`src/rtl/edps_pkg.sv`:
```
// shared constants and request types for the echo distance pid servo loop
`timescale 1ns / 1ps
package edps_pkg;

    // longest echo that still counts as a return
    localparam logic [11:0] MAX_ECHO_US = 12'd3000;
    // largest valid position, 40 cm in unsigned q6.8
    localparam logic [13:0] POS_LIMIT = 14'd10240;
    // rounding offset and divisor of the echo to position scale
    localparam logic [23:0] POS_ROUND = 24'd500;
    localparam logic [31:0] MILLE = 32'd1000;
    // elapsed time used when two samples share a timestamp
    localparam logic [31:0] DT_DEFAULT = 32'd10;

    // configuration register indexes
    localparam logic [2:0] REG_GAIN_P = 3'd0;
    localparam logic [2:0] REG_GAIN_I = 3'd1;
    localparam logic [2:0] REG_GAIN_D = 3'd2;
    localparam logic [2:0] REG_TARGET = 3'd3;
    localparam logic [2:0] REG_CENTER = 3'd4;
    localparam logic [2:0] REG_MIN    = 3'd5;
    localparam logic [2:0] REG_MAX    = 3'd6;

    // iteration counts of the bit-serial unit
    localparam int MUL_STEPS = 32;
    localparam int DIV_STEPS = 72;

    // request to the shared multiply / divide unit
    typedef struct packed {
        logic        start;
        logic        is_div;
        logic [71:0] opa;   // multiplicand in the low 48 bits, or dividend
        logic [31:0] opb;   // multiplier or divisor
    } md_req_t;

    // response of the shared multiply / divide unit
    typedef struct packed {
        logic        done;
        logic [71:0] res;
    } md_rsp_t;

endpackage

```
`src/rtl/edps_muldiv.sv`:
```
// bit-serial unsigned shift-add multiplier and restoring divider
`timescale 1ns / 1ps
module edps_muldiv import edps_pkg::*; (
    input  logic    aclk,
    input  logic    aresetn,
    input  md_req_t md_req,
    output md_rsp_t md_rsp
);

    logic        busy_reg;
    logic        div_reg;
    logic [6:0]  cnt_reg;
    logic        done_reg;
    logic [47:0] mcand_reg;
    logic [79:0] prod_reg;
    logic [31:0] dvsr_reg;
    logic [31:0] rem_reg;
    logic [71:0] quo_reg;

    logic [48:0] mul_sum;
    logic [32:0] div_trial;
    logic [32:0] div_diff;
    logic        div_fit;
    logic        last;

    // one multiplier bit or one quotient bit per cycle
    always_comb begin
        mul_sum   = {1'b0, prod_reg[79:32]} + (prod_reg[0] ? {1'b0, mcand_reg} : 49'd0);
        div_trial = {rem_reg, quo_reg[71]};
        div_diff  = div_trial - {1'b0, dvsr_reg};
        div_fit   = (div_trial >= {1'b0, dvsr_reg});
        last      = div_reg ? (cnt_reg == 7'(DIV_STEPS - 1)) : (cnt_reg == 7'(MUL_STEPS - 1));
    end

    // control
    always_ff @(posedge aclk) begin
        if (!aresetn) begin
            busy_reg <= 1'b0;
            done_reg <= 1'b0;
            cnt_reg  <= 7'd0;
            div_reg  <= 1'b0;
        end else begin
            done_reg <= busy_reg && last;
            if (md_req.start) begin
                busy_reg <= 1'b1;
                cnt_reg  <= 7'd0;
                div_reg  <= md_req.is_div;
            end else if (busy_reg) begin
                cnt_reg <= cnt_reg + 7'd1;
                if (last) begin
                    busy_reg <= 1'b0;
                end
            end
        end
    end

    // datapath
    always_ff @(posedge aclk) begin
        if (md_req.start) begin
            mcand_reg <= md_req.opa[47:0];
            prod_reg  <= {48'd0, md_req.opb};
            dvsr_reg  <= md_req.opb;
            rem_reg   <= 32'd0;
            quo_reg   <= md_req.opa;
        end else if (busy_reg) begin
            if (div_reg) begin
                rem_reg <= div_fit ? div_diff[31:0] : div_trial[31:0];
                quo_reg <= {quo_reg[70:0], div_fit};
            end else begin
                prod_reg <= {mul_sum, prod_reg[31:1]};
            end
        end
    end

    assign md_rsp.done = done_reg;
    assign md_rsp.res  = div_reg ? quo_reg : prod_reg[71:0];

endmodule

```
`src/rtl/echo_distance_pid_servo_loop.sv`:
```
// echo distance pid servo loop: sequencer, state and output register
// requests are taken only in idle, one at a time; five multiplies and three
//   divides run one after another on the shared bit-serial unit
// a new request is taken while the previous result still waits at the output
// reset (aresetn low, synchronous) restores the register defaults and clears
//   previous error, integral and previous timestamp
`timescale 1ns / 1ps
module echo_distance_pid_servo_loop import edps_pkg::*; (
    input  logic        aclk,
    input  logic        aresetn,
    // configuration writes
    input  logic        cfg_wr_en,
    input  logic [2:0]  cfg_addr,
    input  logic [23:0] cfg_wdata,
    // input requests
    input  logic        s_tvalid,
    output logic        s_tready,
    input  logic [47:0] s_tdata,   // echo_us [11:0], now_ms [43:12]
    // results
    output logic        m_tvalid,
    input  logic        m_tready,
    output logic [23:0] m_tdata    // servo_angle [7:0], position_used [21:8]
);

    // sequencer states
    localparam logic [4:0] S_IDLE    = 5'd0;
    localparam logic [4:0] S_POS_GO  = 5'd1;
    localparam logic [4:0] S_POS_WT  = 5'd2;
    localparam logic [4:0] S_EDT_GO  = 5'd3;
    localparam logic [4:0] S_EDT_WT  = 5'd4;
    localparam logic [4:0] S_KP_GO   = 5'd5;
    localparam logic [4:0] S_KP_WT   = 5'd6;
    localparam logic [4:0] S_KI_GO   = 5'd7;
    localparam logic [4:0] S_KI_WT   = 5'd8;
    localparam logic [4:0] S_IDIV_GO = 5'd9;
    localparam logic [4:0] S_IDIV_WT = 5'd10;
    localparam logic [4:0] S_KD_GO   = 5'd11;
    localparam logic [4:0] S_KD_WT   = 5'd12;
    localparam logic [4:0] S_K1K_GO  = 5'd13;
    localparam logic [4:0] S_K1K_WT  = 5'd14;
    localparam logic [4:0] S_DDIV_GO = 5'd15;
    localparam logic [4:0] S_DDIV_WT = 5'd16;
    localparam logic [4:0] S_ANG     = 5'd17;
    localparam logic [4:0] S_OUT     = 5'd18;

    logic [4:0]  state_reg;

    logic [23:0] gain_p_reg, gain_i_reg, gain_d_reg;
    logic [13:0] target_reg;
    logic [7:0]  center_reg, min_reg, max_reg;

    logic [11:0] echo_reg;
    logic [31:0] now_reg;
    logic [31:0] dt_reg;
    logic [13:0] pos_reg;
    logic [15:0] err_reg;
    logic [15:0] prev_err_reg;
    logic [31:0] prev_time_reg;
    logic [47:0] integ_reg;
    logic [63:0] acc_reg;
    logic [71:0] prod_reg;
    logic        neg_reg;
    logic signed [39:0] ang_reg;

    logic        m_valid_reg;
    logic [7:0]  m_angle_reg;
    logic [13:0] m_pos_reg;

    md_req_t     md_req;
    md_rsp_t     md_rsp;

    logic        s_accept;
    logic [31:0] dt_raw;
    logic [11:0] echo_c;
    logic [23:0] numer;
    logic [13:0] pos_raw, pos_sel;
    logic        err_neg;
    logic [15:0] err_mag;
    logic [23:0] kp_mag, ki_mag, kd_mag;
    logic [47:0] integ_mag;
    logic [16:0] de, de_mag;
    logic [48:0] edt, isum;
    logic [47:0] integ_sat;
    logic [63:0] term;
    logic [63:0] acc_rnd;
    logic signed [39:0] min_ext, max_ext;
    logic [7:0]  angle_sel;
    logic        out_load;

    edps_muldiv u_muldiv (
        .aclk    (aclk),
        .aresetn (aresetn),
        .md_req  (md_req),
        .md_rsp  (md_rsp)
    );

    assign s_tready = (state_reg == S_IDLE);
    assign s_accept = s_tvalid && s_tready;
    assign out_load = (state_reg == S_OUT) && (!m_valid_reg || m_tready);

    // operand preparation
    always_comb begin
        dt_raw    = s_tdata[43:12] - prev_time_reg;
        echo_c    = (echo_reg > MAX_ECHO_US) ? 12'd0 : echo_reg;
        numer     = {echo_c, 12'd0} + {4'd0, echo_c, 8'd0} + POS_ROUND;
        pos_raw   = md_rsp.res[13:0];
        pos_sel   = ((pos_raw == 14'd0) || (pos_raw > POS_LIMIT)) ? target_reg : pos_raw;
        err_neg   = err_reg[15];
        err_mag   = err_neg ? (~err_reg + 16'd1) : err_reg;
        kp_mag    = gain_p_reg[23] ? (~gain_p_reg + 24'd1) : gain_p_reg;
        ki_mag    = gain_i_reg[23] ? (~gain_i_reg + 24'd1) : gain_i_reg;
        kd_mag    = gain_d_reg[23] ? (~gain_d_reg + 24'd1) : gain_d_reg;
        integ_mag = integ_reg[47] ? (~integ_reg + 48'd1) : integ_reg;
        de        = {err_reg[15], err_reg} - {prev_err_reg[15], prev_err_reg};
        de_mag    = de[16] ? (~de + 17'd1) : de;
        edt       = err_neg ? (~{1'b0, md_rsp.res[47:0]} + 49'd1) : {1'b0, md_rsp.res[47:0]};
        isum      = {integ_reg[47], integ_reg} + edt;
        if (isum[48] != isum[47]) begin
            integ_sat = isum[48] ? {1'b1, 47'd0} : {1'b0, {47{1'b1}}};
        end else begin
            integ_sat = isum[47:0];
        end
        term      = neg_reg ? (~md_rsp.res[63:0] + 64'd1) : md_rsp.res[63:0];
        acc_rnd   = acc_reg + (acc_reg[63] ? 64'h0000_0000_00FF_FFFF : 64'd0);
        min_ext   = {32'd0, min_reg};
        max_ext   = {32'd0, max_reg};
        if (ang_reg < min_ext) begin
            angle_sel = min_reg;
        end else if (ang_reg > max_ext) begin
            angle_sel = max_reg;
        end else begin
            angle_sel = ang_reg[7:0];
        end
    end

    // requests to the multiply / divide unit
    always_comb begin
        md_req.start  = 1'b0;
        md_req.is_div = 1'b0;
        md_req.opa    = 72'd0;
        md_req.opb    = 32'd0;
        unique case (state_reg)
            S_POS_GO: begin
                md_req.start  = 1'b1;
                md_req.is_div = 1'b1;
                md_req.opa    = {48'd0, numer};
                md_req.opb    = MILLE;
            end
            S_EDT_GO: begin
                md_req.start = 1'b1;
                md_req.opa   = {56'd0, err_mag};
                md_req.opb   = dt_reg;
            end
            S_KP_GO: begin
                md_req.start = 1'b1;
                md_req.opa   = {56'd0, err_mag};
                md_req.opb   = {8'd0, kp_mag};
            end
            S_KI_GO: begin
                md_req.start = 1'b1;
                md_req.opa   = {24'd0, integ_mag};
                md_req.opb   = {8'd0, ki_mag};
            end
            S_IDIV_GO: begin
                md_req.start  = 1'b1;
                md_req.is_div = 1'b1;
                md_req.opa    = prod_reg;
                md_req.opb    = MILLE;
            end
            S_KD_GO: begin
                md_req.start = 1'b1;
                md_req.opa   = {55'd0, de_mag};
                md_req.opb   = {8'd0, kd_mag};
            end
            S_K1K_GO: begin
                md_req.start = 1'b1;
                md_req.opa   = {24'd0, prod_reg[47:0]};
                md_req.opb   = MILLE;
            end
            S_DDIV_GO: begin
                md_req.start  = 1'b1;
                md_req.is_div = 1'b1;
                md_req.opa    = prod_reg;
                md_req.opb    = dt_reg;
            end
            default: begin
                md_req.start = 1'b0;
            end
        endcase
    end

    // configuration registers
    always_ff @(posedge aclk) begin
        if (!aresetn) begin
            gain_p_reg <= 24'hFF8000;
            gain_i_reg <= 24'd66;
            gain_d_reg <= 24'd19661;
            target_reg <= 14'd3584;
            center_reg <= 8'd80;
            min_reg    <= 8'd60;
            max_reg    <= 8'd100;
        end else if (cfg_wr_en) begin
            unique case (cfg_addr)
                REG_GAIN_P: gain_p_reg <= cfg_wdata;
                REG_GAIN_I: gain_i_reg <= cfg_wdata;
                REG_GAIN_D: gain_d_reg <= cfg_wdata;
                REG_TARGET: target_reg <= cfg_wdata[13:0];
                REG_CENTER: center_reg <= cfg_wdata[7:0];
                REG_MIN:    min_reg    <= cfg_wdata[7:0];
                REG_MAX:    max_reg    <= cfg_wdata[7:0];
                default:    ;
            endcase
        end
    end

    // sequencer and loop state
    always_ff @(posedge aclk) begin
        if (!aresetn) begin
            state_reg     <= S_IDLE;
            prev_err_reg  <= 16'd0;
            prev_time_reg <= 32'd0;
            integ_reg     <= 48'd0;
        end else begin
            unique case (state_reg)
                S_IDLE: if (s_accept) state_reg <= S_POS_GO;
                S_POS_GO:  state_reg <= S_POS_WT;
                S_POS_WT:  if (md_rsp.done) state_reg <= S_EDT_GO;
                S_EDT_GO:  state_reg <= S_EDT_WT;
                S_EDT_WT: if (md_rsp.done) begin
                    integ_reg <= integ_sat;
                    state_reg <= S_KP_GO;
                end
                S_KP_GO:   state_reg <= S_KP_WT;
                S_KP_WT:   if (md_rsp.done) state_reg <= S_KI_GO;
                S_KI_GO:   state_reg <= S_KI_WT;
                S_KI_WT:   if (md_rsp.done) state_reg <= S_IDIV_GO;
                S_IDIV_GO: state_reg <= S_IDIV_WT;
                S_IDIV_WT: if (md_rsp.done) state_reg <= S_KD_GO;
                S_KD_GO:   state_reg <= S_KD_WT;
                S_KD_WT:   if (md_rsp.done) state_reg <= S_K1K_GO;
                S_K1K_GO:  state_reg <= S_K1K_WT;
                S_K1K_WT:  if (md_rsp.done) state_reg <= S_DDIV_GO;
                S_DDIV_GO: state_reg <= S_DDIV_WT;
                S_DDIV_WT: if (md_rsp.done) state_reg <= S_ANG;
                S_ANG:     state_reg <= S_OUT;
                S_OUT: if (out_load) begin
                    prev_err_reg  <= err_reg;
                    prev_time_reg <= now_reg;
                    state_reg     <= S_IDLE;
                end
                default:   state_reg <= S_IDLE;
            endcase
        end
    end

    // per-request working registers
    always_ff @(posedge aclk) begin
        if (s_accept) begin
            echo_reg <= s_tdata[11:0];
            now_reg  <= s_tdata[43:12];
            dt_reg   <= (dt_raw == 32'd0) ? DT_DEFAULT : dt_raw;
            acc_reg  <= {32'd0, center_reg, 24'd0};
        end
        if (state_reg == S_POS_WT && md_rsp.done) begin
            pos_reg <= pos_sel;
            err_reg <= {2'b00, target_reg} - {2'b00, pos_sel};
        end
        // sign of each term follows the signs of its factors
        if (state_reg == S_KP_GO) neg_reg <= gain_p_reg[23] ^ err_neg;
        if (state_reg == S_KI_GO) neg_reg <= gain_i_reg[23] ^ integ_reg[47];
        if (state_reg == S_KD_GO) neg_reg <= gain_d_reg[23] ^ de[16];
        // accumulate the p, i and d terms
        if (md_rsp.done && (state_reg == S_KP_WT || state_reg == S_IDIV_WT
                            || state_reg == S_DDIV_WT)) begin
            acc_reg <= acc_reg + term;
        end
        if (md_rsp.done && (state_reg == S_KI_WT || state_reg == S_KD_WT
                            || state_reg == S_K1K_WT)) begin
            prod_reg <= md_rsp.res;
        end
        // truncate toward zero to whole degrees
        if (state_reg == S_ANG) ang_reg <= acc_rnd[63:24];
    end

    // output register
    always_ff @(posedge aclk) begin
        if (!aresetn) begin
            m_valid_reg <= 1'b0;
        end else if (out_load) begin
            m_valid_reg <= 1'b1;
        end else if (m_tready) begin
            m_valid_reg <= 1'b0;
        end
    end

    always_ff @(posedge aclk) begin
        if (out_load) begin
            m_angle_reg <= angle_sel;
            m_pos_reg   <= pos_reg;
        end
    end

    assign m_tvalid = m_valid_reg;
    assign m_tdata  = {2'b00, m_pos_reg, m_angle_reg};

endmodule
```
`config.mk`:
```
export PLATFORM = sky130hd
export DESIGN_NAME = echo_distance_pid_servo_loop
export DESIGN_NICKNAME = d
export VERILOG_FILES = /design/src/rtl/edps_pkg.sv /design/src/rtl/edps_muldiv.sv /design/src/rtl/echo_distance_pid_servo_loop.sv
export SDC_FILE = /design/constraint.sdc
export NUM_CORES = 2
export LEC_CHECK = 0
export BUFFER_PORTS_ARGS = -buffer_cell sky130_fd_sc_hd__buf_2
export CAP_MARGIN = 10
export CELL_PAD_IN_SITES_DETAIL_PLACEMENT = 1
export CELL_PAD_IN_SITES_GLOBAL_PLACEMENT = 1
export CORE_ASPECT_RATIO = 0.6
export CORE_UTILIZATION = 34
export DETAILED_ROUTE_END_ITERATION = 16
export PLACE_DENSITY = 0.72
export REMOVE_ABC_BUFFERS = 1
export SYNTH_ARGS = -nofsm -noshare
export SYNTH_HDL_FRONTEND = slang
export SYNTH_SLANG_ARGS = --single-unit
```
`constraint.sdc`:
```
create_clock -name aclk -period 7.3 [get_ports aclk]
set_input_delay 0.365 -clock aclk [delete_from_list [all_inputs] [get_ports aclk]]
set_output_delay 0.365 -clock aclk [all_outputs]
set_load 0.05 [all_outputs]
```
==> flow_summary_export.csv <==
group,metric,value,unit
status,outcome,"finished clean",
clock_tree,cts_inserted_buffers,82,
floorplanning,coreArea,148000,sq um
power,p_sw,6.79,mW
clock_tree,cts_tree,"done",
critical_path,cp.depth,21,
placement,hpwl,143000,um
critical_path,path_max_fanout,50,
finish,area_growth,12.0,%
power,power_frac_comb,0.391,
logic_synthesis,avgSynthCellArea,9.08,sq um
finish,nNetsFinal,6054,
floorplanning,row_count,109,
placement,io_buffers,99,
critical_path,cp_common_cell,"a21oi_1",
timing,fin_worst_skew,0.0367,ns
floorplanning,ioPinCount,106,
logic_synthesis,ys_seq_area_frac,0.407,
critical_path,cp_slowest_stage_delay,0.61,ns
power,p_seq_frac,0.345,
clock_tree,insertion_delay,0.72,ns
drt,avgViaCountPerCell,5.78,
finish,mostFrequentLayoutCell,"nand2_1",
logic_synthesis,synth_edf_count,488,
critical_path,reg2reg_depth,21,
timing,whs,0.115,ns
job,max_cap_viol_count,0,
drt,drtIter0Drc,5081,
drt,dr.pass1.iters,6,
finish,layout-drive-gt1-share,0.0714,
clock_tree,cts_resized,0,
logic_synthesis,synthTopCellsByArea,"edfxtp_1 29%, dfxtp_1 12%, ha_1 7.6%",
logic_synthesis,ys.flop_type,"edfxtp_1",
critical_path,cp.required,7.83,ns
logic_synthesis,synth_top_cell_by_area,"edfxtp_1",
critical_path,cpMaxStageDelayCell,"or4_1",
floorplanning,start_util,0.344,
power,switching_share,0.397,
clock_tree,clockBufferDepth,3,
global_routing,grt_pass1_vias,43100,
floorplanning,die-area,151000,sq um
clock_tree,cts_max_level,3,
timing,max_freq,143,MHz
power,ir_worst_vdd,190,uV
global_routing,grt_pass1_wl,279000,um
critical_path,cp_num_buf_inv,3,
timing,setup_viol,0,
global_routing,antenna_found_initial,20,
timing,final-max-slew-violation-count,0,
critical_path,cp_top_family,"simple AND/OR/NAND/NOR gates",
power,p_leak,22.5,nW
critical_path,cp_cell_sequence,"buf_12, buf_4, buf_4, mux2_2, or3_1, or3_1, or4_1, nand2_1, xnor2_1, ha_1, a21oi_1, nor2b_1, o21ai_0, nand2b_1, a21o_1, a21o_1, a21oi_1, nor2_1, a21oi_1, mux2_2, o211ai_1",
critical_path,end_kind,"flop",
clock_tree,clkSinkCount,789,
floorplanning,die_w,501,um
logic_synthesis,synth_cell_type_count,89,
logic_synthesis,syn_area,50800,sq um
finish,largest_register_ffs,80,
finish,post-route-util,0.385,
power,power_density,301,nW/um^2
drt,wirelength,188000,um
placement,gp_congestion,0.957,
drt,vias,44700,
finish,mostFrequentLayoutCells,"774 x nand2_1, 502 x a21oi_1, 488 x edfxtp_1",
min_path,hp-class,"input pin to flop",
logic_synthesis,synth_cells,5593,
clock_tree,clk_pin_slew_worst_paths,0.06,ns
timing,rsz0062_at_grt,"no",
timing,worstMarginPinSlew,1.16,ns
timing,timing.final.crit_period,7.00,ns
min_path,min_path_cells,3,
logic_synthesis,ys_ff_latch,789,
critical_path,crit_path_start_kind,"flop",
critical_path,cp.arrival,7.53,ns
power,internal-power,10.3,mW
placement,placed_area,53500,sq um
drt,wire_per_inst,24.3,um
global_routing,grt_use_total,0.245,
timing,fin_crit_sh,0.959,
drt,ant_nets,0,
power,clockPowerShare,0.264,
finish,postLayoutCellArea,56900,sq um
drt,drc,0,
critical_path,criticalPathCategory,"flop to flop",
clock_tree,cts_root_buffer,"clkbuf_16",
logic_synthesis,synth_warnings,0,
global_routing,grt_max_degree,96,
logic_synthesis,synthArstFlopShare,0,
timing,relSlewSlack,0.219,
floorplanning,die_y,301,um
global_routing,grt.overflow.total,0,
logic_synthesis,synth_top_cell_area_share,0.289,
timing,hold_viol_final,0,
## cell usage after synthesis (79+ instances only)
library cell and number:
dfxtp_1 301, nand3_1 123, nor3_1 79, a21o_1 254, edfxtp_1 488, a21oi_1 503, ha_1 308, xnor2_1 312
nor2_1 271, and2_1 97, inv_1 248, o21ai_0 355, nand2_1 774, clkbuf_1 220, xor2_1 195
## worst reg2reg max path, stage by stage (launching register included)
cell and delay, ns:
dfxtp_4 0.49, buf_12 0.33, buf_4 0.51, buf_4 0.36
mux2_2 0.41, or3_1 0.44, or3_1 0.55, or4_1 0.62
nand2_1 0.11, xnor2_1 0.46, ha_1 0.47, a21oi_1 0.32
nor2b_1 0.08, o21ai_0 0.17, nand2b_1 0.10, a21o_1 0.19
a21o_1 0.17, a21oi_1 0.30, nor2_1 0.07, a21oi_1 0.20
mux2_2 0.36, o211ai_1 0.09
## cells by family (layout without fill, tap and decap cells)
| kind of cell | count (synthesis) | in the layout | synth area share |
|---|---|---|---|
| AND/OR/NAND/NOR | 1740 | 1740 | 0.161 |
| AO/OA/AOI/OAI | 1583 | 1583 | 0.196 |
| flip-flops | 789 | 789 | 0.407 |
| XOR/XNOR | 508 | 508 | 0.0879 |
| buffers and inverters | 505 | 639 | 0.0379 |
| adder cells (fa/ha/maj) | 362 | 362 | 0.0879 |
| multiplexers | 105 | 105 | 0.0217 |
| other | 1 | 4 | 0.0000738 |
## per-stage QoR
stage,setup TNS [ns],instances,power [mW],setup slack [ns]
2_1_floorplan,-315.52,5339,10.1,-2.76
4_1_cts,0,7724,16.9,0.410
6_report,0,7728,17.1,0.302
3_5_place_dp,0,7511,12.3,0.494
3_3_place_gp,0,7511,12.1,0.671
5_1_grt,0,7726,17.8,0.0479
## power groups by stage
stage          sequential [mW]  combinational, mW  clock, mW
5_1_grt                   5.94               7.17       4.73
3_5_place_dp              5.97               6.38          0
3_3_place_gp              5.95               6.17          0
6_report                  5.90               6.69       4.52
4_1_cts                   5.88               6.47       4.57
2_1_floorplan             5.80               4.31          0
## per-layer routing
layer,GRT usage,share of wire,vias to the layer above
met3,0.103,0.13,205
met1,0.381,0.49,22300
li1,-,-,20300
met2,0.303,0.36,1881
met4,0.0432,0.016,20
met5,0,0.00073,-
## worst paths after layout
check	endpoint	slack, ns	from
setup / recovery	acc_reg[60]	0.30	u_muldiv.div_reg
hold / removal	gain_i_reg[4]	0.11	cfg_wdata[4]
setup reg to reg	acc_reg[60]	0.30	u_muldiv.div_reg
hold reg to reg	m_pos_reg[2]	0.42	pos_reg[2]
## area by class of cell
class / count / area [sq um]
Clock inverter: 47 / 556
Timing Repair Buffer: 236 / 1700
Inverter: 250 / 945
Tap cell: 1998 / 2500
Clock buffer: 106 / 2190
Fill cell: 17000 / 90800
Antenna cell: 2 / 5.00
Sequential cell: 789 / 20700
Multi-Input combinational cell: 4300 / 28300
## timing repair
action,CTS,global route
hold endpoints to repair,98,0
setup endpoints to repair,0,1
hold buffers,60,0
setup buffers,0,1
No activity file was read; power rests on OpenSTA's default activity.
